**src/rtl/rrts_pkg.sv**
```systemverilog
// rrts_pkg: shared codes and constants of the round-robin thread scheduler
// depends on nothing
`timescale 1ns / 1ps

package rrts_pkg;

    // event kinds carried by an input word
    localparam logic [2:0] KIND_CREATE = 3'd0;
    localparam logic [2:0] KIND_YIELD  = 3'd1;
    localparam logic [2:0] KIND_SLEEP  = 3'd2;
    localparam logic [2:0] KIND_EXIT   = 3'd3;
    localparam logic [2:0] KIND_TICK   = 3'd4;

    // result status codes
    localparam logic [1:0] STAT_OK      = 2'd0;
    localparam logic [1:0] STAT_NO_SLOT = 2'd1;
    localparam logic [1:0] STAT_REFUSED = 2'd2;

    // configuration register indexes
    localparam logic [1:0] CFG_PREEMPT = 2'd0;
    localparam logic [1:0] CFG_SLICE   = 2'd1;

    localparam logic [15:0] SLICE_RESET = 16'd20;

    typedef enum logic [9:0] {
        S_IDLE     = 10'b00_0000_0001,
        S_FIND     = 10'b00_0000_0010,
        S_SCHED    = 10'b00_0000_0100,
        S_POP      = 10'b00_0000_1000,
        S_INS      = 10'b00_0001_0000,
        S_INS_CMP  = 10'b00_0010_0000,
        S_WAKE     = 10'b00_0100_0000,
        S_WAKE_CMP = 10'b00_1000_0000,
        S_TICKEND  = 10'b01_0000_0000,
        S_OUT      = 10'b10_0000_0000
    } t_state;

endpackage

```
**src/rtl/rrts_ram.sv**
```systemverilog
// rrts_ram: generic simple dual-port ram, one write and one registered read port
// depends on nothing
`timescale 1ns / 1ps

module rrts_ram #(
    parameter int WIDTH = 8,
    parameter int DEPTH = 16
) (
    input  logic                     i_clk,
    input  logic                     i_we,
    input  logic [$clog2(DEPTH)-1:0] i_waddr,
    input  logic [WIDTH-1:0]         i_wdata,
    input  logic                     i_re,
    input  logic [$clog2(DEPTH)-1:0] i_raddr,
    output logic [WIDTH-1:0]         o_rdata
);

    logic [WIDTH-1:0] r_mem [DEPTH];
    logic [WIDTH-1:0] r_rdata;

    always_ff @(posedge i_clk) begin
        if (i_we) begin
            r_mem[i_waddr] <= i_wdata;
        end
        if (i_re) begin
            r_rdata <= r_mem[i_raddr];
        end
    end

    assign o_rdata = r_rdata;

endmodule

```
**src/rtl/round_robin_thread_scheduler_unit.sv**
```systemverilog
// round_robin_thread_scheduler_unit: top level of the thread scheduler
// depends on rrts_pkg and rrts_ram
`timescale 1ns / 1ps

// Round-robin thread scheduler over MAX_THREADS slots. Slot 0 (main) runs after
// reset, slot 1 is the idle thread and is picked only when the run queue is empty.
// Each input word is one event (create, yield, sleep until tick, exit, timer
// tick) and gives exactly one result word. The run queue is a circular fifo in
// one ram, the sleep list a circular list sorted by wake tick in a second ram.
// Items are handled one at a time; each ends by loading the result register.
// The steps per kind:
//   schedule step: direct with an empty run queue, else a head read
//   yield/exit: the schedule step (at most one run queue read for the new head)
//   create: a slot scan from slot 0 up to the lowest free slot; the scan
//           runs over every slot when no slot is free
//   sleep: a read then a move of one entry per sleeper with a later wake
//          tick, the insert, then the schedule step
//   tick: a read and a pop per woken sleeper, plus a schedule step if one
//         follows; refused sleep/exit and unknown kinds go straight to the result
// The sleep walk and the tick walk are bound by the single ram read port.
// A finished result sits in an output register, so the next event is taken
// while it waits. Config writes are always accepted.
module round_robin_thread_scheduler_unit #(
    parameter int MAX_THREADS = 16
) (
    input  logic        i_clk,
    input  logic        i_rst_n,
    // event channel
    input  logic        i_valid,
    output logic        o_ready,
    input  logic [2:0]  i_kind,
    input  logic [63:0] i_wake_tick,
    input  logic [63:0] i_now_tick,
    // result channel
    output logic        o_valid,
    input  logic        i_ready,
    output logic [3:0]  o_running_thread,
    output logic [3:0]  o_previous_thread,
    output logic        o_switched,
    output logic [3:0]  o_created_thread,
    output logic [1:0]  o_status,
    output logic [4:0]  o_woken_count,
    output logic [4:0]  o_live_threads,
    // configuration write channel
    input  logic        i_cfg_valid,
    output logic        o_cfg_ready,
    input  logic [1:0]  i_cfg_index,
    input  logic [15:0] i_cfg_data
);
    import rrts_pkg::*;

    localparam int SW = $clog2(MAX_THREADS);
    localparam int CW = $clog2(MAX_THREADS + 1);
    localparam int EW = 64 + SW;
    localparam logic [SW-1:0] IDLE_SLOT = SW'(1);
    localparam logic [SW-1:0] LAST_SLOT = SW'(MAX_THREADS - 1);
    localparam logic [CW-1:0] FULL     = CW'(MAX_THREADS);
    localparam logic [SW:0]   MODV     = (SW+1)'(MAX_THREADS);

    t_state r_state, n_state;

    // latched event
    logic [63:0] r_wake, n_wake;
    logic [63:0] r_now, n_now;

    // scheduler state
    logic [SW-1:0]          r_cur, n_cur;
    logic [SW-1:0]          r_prev, n_prev;
    logic [MAX_THREADS-1:0] r_alloc, n_alloc;
    logic [CW-1:0]          r_live, n_live;
    logic [SW-1:0]          r_run_head, n_run_head;
    logic [CW-1:0]          r_run_fill, n_run_fill;
    logic [SW-1:0]          r_slp_head, n_slp_head;
    logic [CW-1:0]          r_slp_fill, n_slp_fill;
    logic [15:0]            r_slice, n_slice;
    logic                   r_push, n_push;
    logic [CW-1:0]          r_k, n_k;
    logic [SW-1:0]          r_scan, n_scan;

    // per-event result fields
    logic [SW-1:0] r_created, n_created;
    logic [1:0]    r_status, n_status;
    logic [CW-1:0] r_woken, n_woken;

    // configuration
    logic        r_preempt, n_preempt;
    logic [15:0] r_slice_ticks, n_slice_ticks;

    // output register
    logic          r_out_vld, n_out_vld;
    logic [SW-1:0] r_o_run, n_o_run;
    logic [SW-1:0] r_o_prev, n_o_prev;
    logic          r_o_sw, n_o_sw;
    logic [SW-1:0] r_o_created, n_o_created;
    logic [1:0]    r_o_status, n_o_status;
    logic [CW-1:0] r_o_woken, n_o_woken;
    logic [CW-1:0] r_o_live, n_o_live;

    // ram ports
    logic          run_we, run_re;
    logic [SW-1:0] run_waddr, run_raddr;
    logic [SW-1:0] run_wdata, run_rdata;
    logic          slp_we, slp_re;
    logic [SW-1:0] slp_waddr, slp_raddr;
    logic [EW-1:0] slp_wdata, slp_rdata;

    // derived addresses
    logic [SW:0]   run_wr_sum, slp_k_sum, slp_km1_sum;
    logic [SW-1:0] run_wr_idx, slp_k_idx, slp_km1_idx;
    logic [SW-1:0] slp_rd_slot;
    logic [63:0]   slp_rd_wake;
    logic          do_push;
    logic          accept;
    logic          out_load;
    logic [15:0]   slice_dec;

    rrts_ram #(.WIDTH(SW), .DEPTH(MAX_THREADS)) u_run_ram (
        .i_clk   (i_clk),
        .i_we    (run_we),
        .i_waddr (run_waddr),
        .i_wdata (run_wdata),
        .i_re    (run_re),
        .i_raddr (run_raddr),
        .o_rdata (run_rdata)
    );

    rrts_ram #(.WIDTH(EW), .DEPTH(MAX_THREADS)) u_sleep_ram (
        .i_clk   (i_clk),
        .i_we    (slp_we),
        .i_waddr (slp_waddr),
        .i_wdata (slp_wdata),
        .i_re    (slp_re),
        .i_raddr (slp_raddr),
        .o_rdata (slp_rdata)
    );

    assign o_ready     = (r_state == S_IDLE);
    assign o_cfg_ready = 1'b1;
    assign accept      = i_valid && o_ready;

    // circular addresses: head + offset, wrapped once
    always_comb begin
        run_wr_sum = (SW+1)'(r_run_head) + (SW+1)'(r_run_fill);
        if (run_wr_sum >= MODV) begin
            run_wr_sum = run_wr_sum - MODV;
        end
        run_wr_idx = run_wr_sum[SW-1:0];

        slp_k_sum = (SW+1)'(r_slp_head) + (SW+1)'(r_k);
        if (slp_k_sum >= MODV) begin
            slp_k_sum = slp_k_sum - MODV;
        end
        slp_k_idx = slp_k_sum[SW-1:0];

        slp_km1_sum = (SW+1)'(r_slp_head) + (SW+1)'(r_k - CW'(1));
        if (slp_km1_sum >= MODV) begin
            slp_km1_sum = slp_km1_sum - MODV;
        end
        slp_km1_idx = slp_km1_sum[SW-1:0];
    end

    assign slp_rd_slot = slp_rdata[SW-1:0];
    assign slp_rd_wake = slp_rdata[SW +: 64];
    assign do_push     = r_push && (r_run_fill != FULL);
    assign slice_dec   = r_slice - 16'd1;
    assign out_load    = (r_state == S_OUT) && (!r_out_vld || i_ready);

    always_comb begin
        n_state       = r_state;
        n_wake        = r_wake;
        n_now         = r_now;
        n_cur         = r_cur;
        n_prev        = r_prev;
        n_alloc       = r_alloc;
        n_live        = r_live;
        n_run_head    = r_run_head;
        n_run_fill    = r_run_fill;
        n_slp_head    = r_slp_head;
        n_slp_fill    = r_slp_fill;
        n_slice       = r_slice;
        n_push        = r_push;
        n_k           = r_k;
        n_scan        = r_scan;
        n_created     = r_created;
        n_status      = r_status;
        n_woken       = r_woken;
        n_preempt     = r_preempt;
        n_slice_ticks = r_slice_ticks;

        run_we    = 1'b0;
        run_waddr = run_wr_idx;
        run_wdata = r_cur;
        run_re    = 1'b0;
        run_raddr = r_run_head;
        slp_we    = 1'b0;
        slp_waddr = slp_k_idx;
        slp_wdata = {r_wake, r_cur};
        slp_re    = 1'b0;
        slp_raddr = slp_km1_idx;

        // config writes land at any time
        if (i_cfg_valid) begin
            if (i_cfg_index == CFG_PREEMPT) begin
                n_preempt = i_cfg_data[0];
            end else if (i_cfg_index == CFG_SLICE) begin
                n_slice_ticks = i_cfg_data;
            end
        end

        unique case (r_state)
            S_IDLE: begin
                if (accept) begin
                    n_wake    = i_wake_tick;
                    n_now     = i_now_tick;
                    n_prev    = r_cur;
                    n_created = '0;
                    n_status  = STAT_OK;
                    n_woken   = '0;
                    n_push    = (r_cur != IDLE_SLOT);
                    n_scan    = '0;
                    n_k       = r_slp_fill;
                    if (i_kind == KIND_CREATE) begin
                        n_state = S_FIND;
                    end else if (i_kind == KIND_YIELD) begin
                        n_state = S_SCHED;
                    end else if (i_kind == KIND_SLEEP) begin
                        n_push = 1'b0;
                        if (r_cur == IDLE_SLOT) begin
                            n_status = STAT_REFUSED;
                            n_state  = S_OUT;
                        end else if (r_slp_fill == FULL) begin
                            n_state = S_SCHED;
                        end else begin
                            n_state = S_INS;
                        end
                    end else if (i_kind == KIND_EXIT) begin
                        n_push = 1'b0;
                        if (r_cur == IDLE_SLOT) begin
                            n_status = STAT_REFUSED;
                            n_state  = S_OUT;
                        end else begin
                            n_alloc[r_cur] = 1'b0;
                            if (r_live != '0) begin
                                n_live = r_live - CW'(1);
                            end
                            n_state = S_SCHED;
                        end
                    end else if (i_kind == KIND_TICK) begin
                        n_state = S_WAKE;
                    end else begin
                        n_state = S_OUT;
                    end
                end
            end

            // one slot per cycle, lowest free wins
            S_FIND: begin
                if (!r_alloc[r_scan]) begin
                    n_alloc[r_scan] = 1'b1;
                    n_live          = r_live + CW'(1);
                    n_created       = r_scan;
                    if (r_run_fill != FULL) begin
                        run_we     = 1'b1;
                        run_wdata  = r_scan;
                        n_run_fill = r_run_fill + CW'(1);
                    end
                    n_state = S_OUT;
                end else if (r_scan == LAST_SLOT) begin
                    n_status = STAT_NO_SLOT;
                    n_state  = S_OUT;
                end else begin
                    n_scan = r_scan + SW'(1);
                end
            end

            // requeue the old thread and fetch the head; with an empty queue the old thread stays or idle runs
            S_SCHED: begin
                if (r_run_fill == '0) begin
                    n_cur   = r_push ? r_cur : IDLE_SLOT;
                    n_slice = r_slice_ticks;
                    n_state = S_OUT;
                end else begin
                    run_re = 1'b1;
                    if (do_push) begin
                        run_we = 1'b1;
                    end
                    n_run_fill = r_run_fill + CW'(do_push) - CW'(1);
                    n_run_head = (r_run_head == LAST_SLOT) ? '0 : r_run_head + SW'(1);
                    n_state    = S_POP;
                end
            end

            S_POP: begin
                n_cur   = run_rdata;
                n_slice = r_slice_ticks;
                n_state = S_OUT;
            end

            // walk back from the tail, moving later sleepers up one place
            S_INS: begin
                if (r_k == '0) begin
                    slp_we     = 1'b1;
                    n_slp_fill = r_slp_fill + CW'(1);
                    n_state    = S_SCHED;
                end else begin
                    slp_re  = 1'b1;
                    n_state = S_INS_CMP;
                end
            end

            S_INS_CMP: begin
                slp_we = 1'b1;
                if (slp_rd_wake > r_wake) begin
                    slp_wdata = slp_rdata;
                    n_k       = r_k - CW'(1);
                    n_state   = S_INS;
                end else begin
                    n_slp_fill = r_slp_fill + CW'(1);
                    n_state    = S_SCHED;
                end
            end

            // pop due sleepers from the head of the list
            S_WAKE: begin
                if (r_slp_fill == '0) begin
                    n_state = S_TICKEND;
                end else begin
                    slp_re    = 1'b1;
                    slp_raddr = r_slp_head;
                    n_state   = S_WAKE_CMP;
                end
            end

            S_WAKE_CMP: begin
                if (slp_rd_wake <= r_now) begin
                    n_slp_head = (r_slp_head == LAST_SLOT) ? '0 : r_slp_head + SW'(1);
                    n_slp_fill = r_slp_fill - CW'(1);
                    n_woken    = r_woken + CW'(1);
                    if (r_run_fill != FULL) begin
                        run_we     = 1'b1;
                        run_wdata  = slp_rd_slot;
                        n_run_fill = r_run_fill + CW'(1);
                    end
                    n_state = S_WAKE;
                end else begin
                    n_state = S_TICKEND;
                end
            end

            // idle gives way to a queued thread, or with preemption on the slice runs down
            S_TICKEND: begin
                n_state = S_OUT;
                if (r_cur == IDLE_SLOT) begin
                    if (r_run_fill != '0) begin
                        n_state = S_SCHED;
                    end
                end else if (r_preempt) begin
                    n_slice = slice_dec;
                    if (slice_dec == 16'd0) begin
                        n_state = S_SCHED;
                    end
                end
            end

            S_OUT: begin
                if (out_load) begin
                    n_state = S_IDLE;
                end
            end

            default: begin
                n_state = S_IDLE;
            end
        endcase
    end

    // result register
    always_comb begin
        n_out_vld   = r_out_vld && !i_ready;
        n_o_run     = r_o_run;
        n_o_prev    = r_o_prev;
        n_o_sw      = r_o_sw;
        n_o_created = r_o_created;
        n_o_status  = r_o_status;
        n_o_woken   = r_o_woken;
        n_o_live    = r_o_live;
        if (out_load) begin
            n_out_vld   = 1'b1;
            n_o_run     = r_cur;
            n_o_prev    = r_prev;
            n_o_sw      = (r_cur != r_prev);
            n_o_created = r_created;
            n_o_status  = r_status;
            n_o_woken   = r_woken;
            n_o_live    = r_live;
        end
    end

    always_ff @(posedge i_clk) begin
        if (!i_rst_n) begin
            r_state       <= S_IDLE;
            r_cur         <= '0;
            r_alloc       <= MAX_THREADS'(3);
            r_live        <= CW'(2);
            r_run_head    <= '0;
            r_run_fill    <= '0;
            r_slp_head    <= '0;
            r_slp_fill    <= '0;
            r_slice       <= SLICE_RESET;
            r_preempt     <= 1'b0;
            r_slice_ticks <= SLICE_RESET;
            r_out_vld     <= 1'b0;
        end else begin
            r_state       <= n_state;
            r_cur         <= n_cur;
            r_alloc       <= n_alloc;
            r_live        <= n_live;
            r_run_head    <= n_run_head;
            r_run_fill    <= n_run_fill;
            r_slp_head    <= n_slp_head;
            r_slp_fill    <= n_slp_fill;
            r_slice       <= n_slice;
            r_preempt     <= n_preempt;
            r_slice_ticks <= n_slice_ticks;
            r_out_vld     <= n_out_vld;
        end
    end

    always_ff @(posedge i_clk) begin
        r_wake      <= n_wake;
        r_now       <= n_now;
        r_prev      <= n_prev;
        r_push      <= n_push;
        r_k         <= n_k;
        r_scan      <= n_scan;
        r_created   <= n_created;
        r_status    <= n_status;
        r_woken     <= n_woken;
        r_o_run     <= n_o_run;
        r_o_prev    <= n_o_prev;
        r_o_sw      <= n_o_sw;
        r_o_created <= n_o_created;
        r_o_status  <= n_o_status;
        r_o_woken   <= n_o_woken;
        r_o_live    <= n_o_live;
    end

    assign o_valid           = r_out_vld;
    assign o_running_thread  = 4'(r_o_run);
    assign o_previous_thread = 4'(r_o_prev);
    assign o_switched        = r_o_sw;
    assign o_created_thread  = 4'(r_o_created);
    assign o_status          = r_o_status;
    assign o_woken_count     = 5'(r_o_woken);
    assign o_live_threads    = 5'(r_o_live);

endmodule

```
**config.mk**
```make
export PLATFORM = sky130hd
export DESIGN_NAME = round_robin_thread_scheduler_unit
export DESIGN_NICKNAME = d
export VERILOG_FILES = /design/src/rtl/rrts_pkg.sv /design/src/rtl/rrts_ram.sv /design/src/rtl/round_robin_thread_scheduler_unit.sv
export SDC_FILE = /design/constraint.sdc
export NUM_CORES = 2
export LEC_CHECK = 0
export BUFFER_PORTS_ARGS = -buffer_cell sky130_fd_sc_hd__buf_2
export CORE_ASPECT_RATIO = 0.75
export CORE_MARGIN = 2
export CORE_UTILIZATION = 50
export CTS_BUF_LIST = sky130_fd_sc_hd__clkbuf_4
export CTS_CLUSTER_DIAMETER = 60
export CTS_CLUSTER_SIZE = 30
export DETAILED_ROUTE_END_ITERATION = 10
export HOLD_SLACK_MARGIN = 0.15
export PLACE_DENSITY_LB_ADDON = 0.12
export SETUP_SLACK_MARGIN = 0.1
export SLEW_MARGIN = 25
export SYNTH_ARGS = -nofsm -noshare
export SYNTH_HDL_FRONTEND = slang
export SYNTH_HIERARCHICAL = 1
export SYNTH_SLANG_ARGS = --single-unit
```
**constraint.sdc**
```tcl
create_clock -name i_clk -period 7.8 [get_ports i_clk]
set_input_delay 2.34 -clock i_clk [delete_from_list [all_inputs] [get_ports i_clk]]
set_output_delay 2.34 -clock i_clk [all_outputs]
set_load 0.01 [all_outputs]
```
==> impl_metrics.tcl <==
set metrics [dict create \
    outcome "finished clean" \
    crit_buf_inv 2 \
    hold_class "reg -> reg" \
    grt_pass1_wl_um 213000 \
    ant_nets 0 \
    slew_headroom 0.280 \
    viasPerCell 6.01 \
    layout-drive-gt1-share 0.218 \
    antenna_found_initial 4 \
    async_flop_share 0 \
    nets 3981 \
    setup_violations 0 \
    clk_pin_slew_ns 0.24 \
    core_area_um2 120000 \
    worst-slew-pin-transition_ns 1.08 \
    whs_path_depth 0 \
    hold_viol 0 \
    yosys.area_share.simple 0.0485 \
    fin_total_pwr_w 0.0159 \
    cts_tree "done" \
    die_x_um 406 \
    rows 110 \
    grt_util_met3 0.0509 \
    met1_usage 0.346 \
    cp_slowest_cell "or4b_1" \
    drt_wl_total_um 145000 \
    reg2reg_depth 11 \
    clk_latency_ns 1.21 \
    design_area_um2 66100 \
    synth-seq-cells 1489 \
    avgSynthCellArea_um2 17.7 \
    post_cts_buffers 0 \
    reg2reg_to "u_run_ram/r_mem[4][0]" \
    cts-root-buf "clkbuf_4" \
    critPathKind "reg -> out" \
    area_growth_pct 9.34 \
    fin_skew_ns 0.130 \
    post_drt_wl_per_cell_um 26.9 \
    critPathArrivalTime_ns 2.86 \
    r2r-start "u_sleep_ram/o_rdata[59]" \
    cp_top_family "simple AND/OR/NAND/NOR gates" \
    timing.hold.ws_ns 0.455 \
    drtPass1Iterations 5 \
    timing.final.crit_share 0.667 \
    io_buffers 180 \
    r2r_slack_ns 2.88 \
    die_h_um 305 \
    min_from "r_created[0]" \
    setup-tns-final_ns 0 \
    gr-usage-met2 0.363 \
    top_usage_layer "met2" \
    cts.repair.resized 0 \
    cts_buffers 101 \
    vdd_ir_drop_max_mv 0.185 \
    yosysSeqAreaShare 0.725 \
    synthXorXnorAreaFrac 0.00507 \
    detailroute.via_count 32400 \
    postPlaceCellArea_um2 63900 \
    ios 182 \
    synth_ff_type "edfxtp_1" \
    whs_endpoint "o_created_thread[0]" \
    crit_path_max_incr_delay_ns 0.53 \
    worstSetupEndpointType "output port" \
    dp_cells 5186 \
    start_util 0.504 \
    die_area_um2 124000 \
    cts.sinks 1489 \
    synth.mux.area_fraction 0.113 \
    synth_cell_types 85 \
    grt_pass1_vias 32800 \
    syn-num-nets 3738 \
    crit_chain "or4b_1 -> or3_1 -> inv_2 -> buf_2" \
    drv_slew 0 \
    grt_use_total 0.235 \
    max_freq_mhz 192 \
    synth_top_family_by_area "multiplexers" \
    clockBufferDepth 3 \
    min_period_ns 5.20 \
    drt-initial-drc-count 3282 \
    synth-edff-count 1402 \
    yosys_warnings 6 \
    grt_start_max_net_pins 134 \
    maxCapViolCount 0 \
    startpoint_type "flop" \
    gp_congestion 0.833 \
    netlist_area_um2 60500 \
    ctsHoldBuffers 0 \
    rsz0062_at_grt "no" \
    grt_overflow 0 \
    fin_cells 5386 \
    synth_compound_area_frac 0.0524 \
    dp_hpwl_um 82500 \
    required_ns 5.46 \
    powerDensity_nw_per_um2 241 \
    synth_cells 3422 \
    cp_max_fo 11 \
    synth_fa_ha_area_frac 0.0341 \
    htreeDepth 3 \
    p_leak_nw 22.0 \
    drc 0 \
]
[stage by stage]
step	util	setup slack, ns
floorplan	-	0.620
global placement	0.532	2.58
detailed placement	0.532	2.96
CTS	0.551	2.46
global route	0.551	2.37
finish	0.551	2.60
[where the power goes]
group          total [W]  internal [W]  switching (W)
Combinational    0.00251      0.000972        0.00153
Sequential       0.00920       0.00912      0.0000777
Clock            0.00422       0.00122        0.00300
[Yosys cell counts, types with 14 or more instances]
cell      number  area [um2]
a21o_1        18         135
edfxtp_1    1402       42100
a21oi_1      124         621
dfxtp_1       87        1740
xnor2_1       24         210
mux4_2       275        6190
nor2_1       108         405
nor4_1        16         100
nand4_1       33         206
buf_2         44         220
inv_1        154         578
mux4_1        18         473
nor3_1        34         170
nand2_1      264         991
nand2b_1      22         138
nor2b_1       14        87.6
o21ai_0      135         676
nand3_1       53         265
ha_1         157        1960
a22oi_1      147        1100
clkbuf_1      85         319
[routing by layer]
| layer | wire length (um) | vias up | part of all wire |
|---|---|---|---|
| met2 | 67300 | 1132 | 0.47 |
| met1 | 63700 | 16900 | 0.44 |
| met5 | 13 | - | 0.000090 |
| met3 | 10800 | 178 | 0.075 |
| li1 | - | 14100 | - |
| met4 | 2750 | 2 | 0.019 |
[cells in the final DEF (no fill, tap or decap), types with 9 or more instances in the layout]
cell type,count
a21o_1,18
nor2_1,94
nor2_4,14
a22oi_1,147
clkbuf_4,104
nand2b_1,22
dfxtp_1,87
diode_2,9
nand4_1,33
buf_12,11
a31oi_1,12
buf_4,96
nand2_1,263
o21ai_0,124
inv_12,21
nor4_1,10
nand3_1,53
mux4_2,275
inv_16,12
xor2_1,11
a21oi_1,124
clkinv_8,15
buf_2,181
o21ai_1,9
ha_1,157
nor2b_1,11
edfxtp_1,1402
nor3_1,29
a211oi_1,9
xnor2_1,24
mux4_1,18
nand3b_1,11
inv_1,153
mux2i_1,12
[kinds of logic (layout without fill, tap and decap cells)]
logic type                 count (synthesis)  count (layout)
muxes                                    310             310
DFF                                     1489            1489
and+or+nand+nor                          616             616
other                                      1              10
adders and majority gates                162             162
xor gates and xnor gates                  35              35
buffers and inverters                    308             639
AOI/OAI and AO/OA                        501             501
[worst max path at each step]
stage	startpoint	end	slack [ns]	cells past startpoint
2_1_floorplan	r_state[1]	u_sleep_ram/r_mem[0][0]	0.62	7
3_3_place_gp	u_sleep_ram/o_rdata[35]	u_sleep_ram/r_mem[6][43]	2.58	9
3_5_place_dp	u_sleep_ram/o_rdata[25]	u_run_ram/r_mem[0][3]	2.96	11
4_1_cts	r_state[1]	o_ready	2.46	4
5_1_grt	r_state[1]	o_ready	2.37	4
6_report	r_state[3]	o_ready	2.60	4
[final cells by class]
class,count,area [um2]
well taps,1624,2030
clock buffers,104,781
flip-flops and latches,1489,43800
fillers,9394,53900
diodes,9,22.5
multi-input cells,1625,15500
clock inverters,87,1380
repair buffers,290,1900
inverters,158,598
[registers in the layout (all words and copies together) (netlist names), 5 cells and up]
| register | cells |
|---|---|
| o_live_threads | 5 |
| r_slice_ticks | 16 |
| u_sleep_ram/o_rdata | 68 |
| u_sleep_ram/r_mem | 1088 |
| r_alloc | 16 |
| r_live | 5 |
| r_woken | 5 |
| r_run_fill | 5 |
| r_k | 5 |
| r_wake | 64 |
| r_now | 64 |
| o_woken_count | 5 |
| u_run_ram/r_mem | 64 |
| r_state | 10 |
| r_slp_fill | 5 |
| r_slice | 16 |
Note: power is estimated with default switching activity, not from simulation.
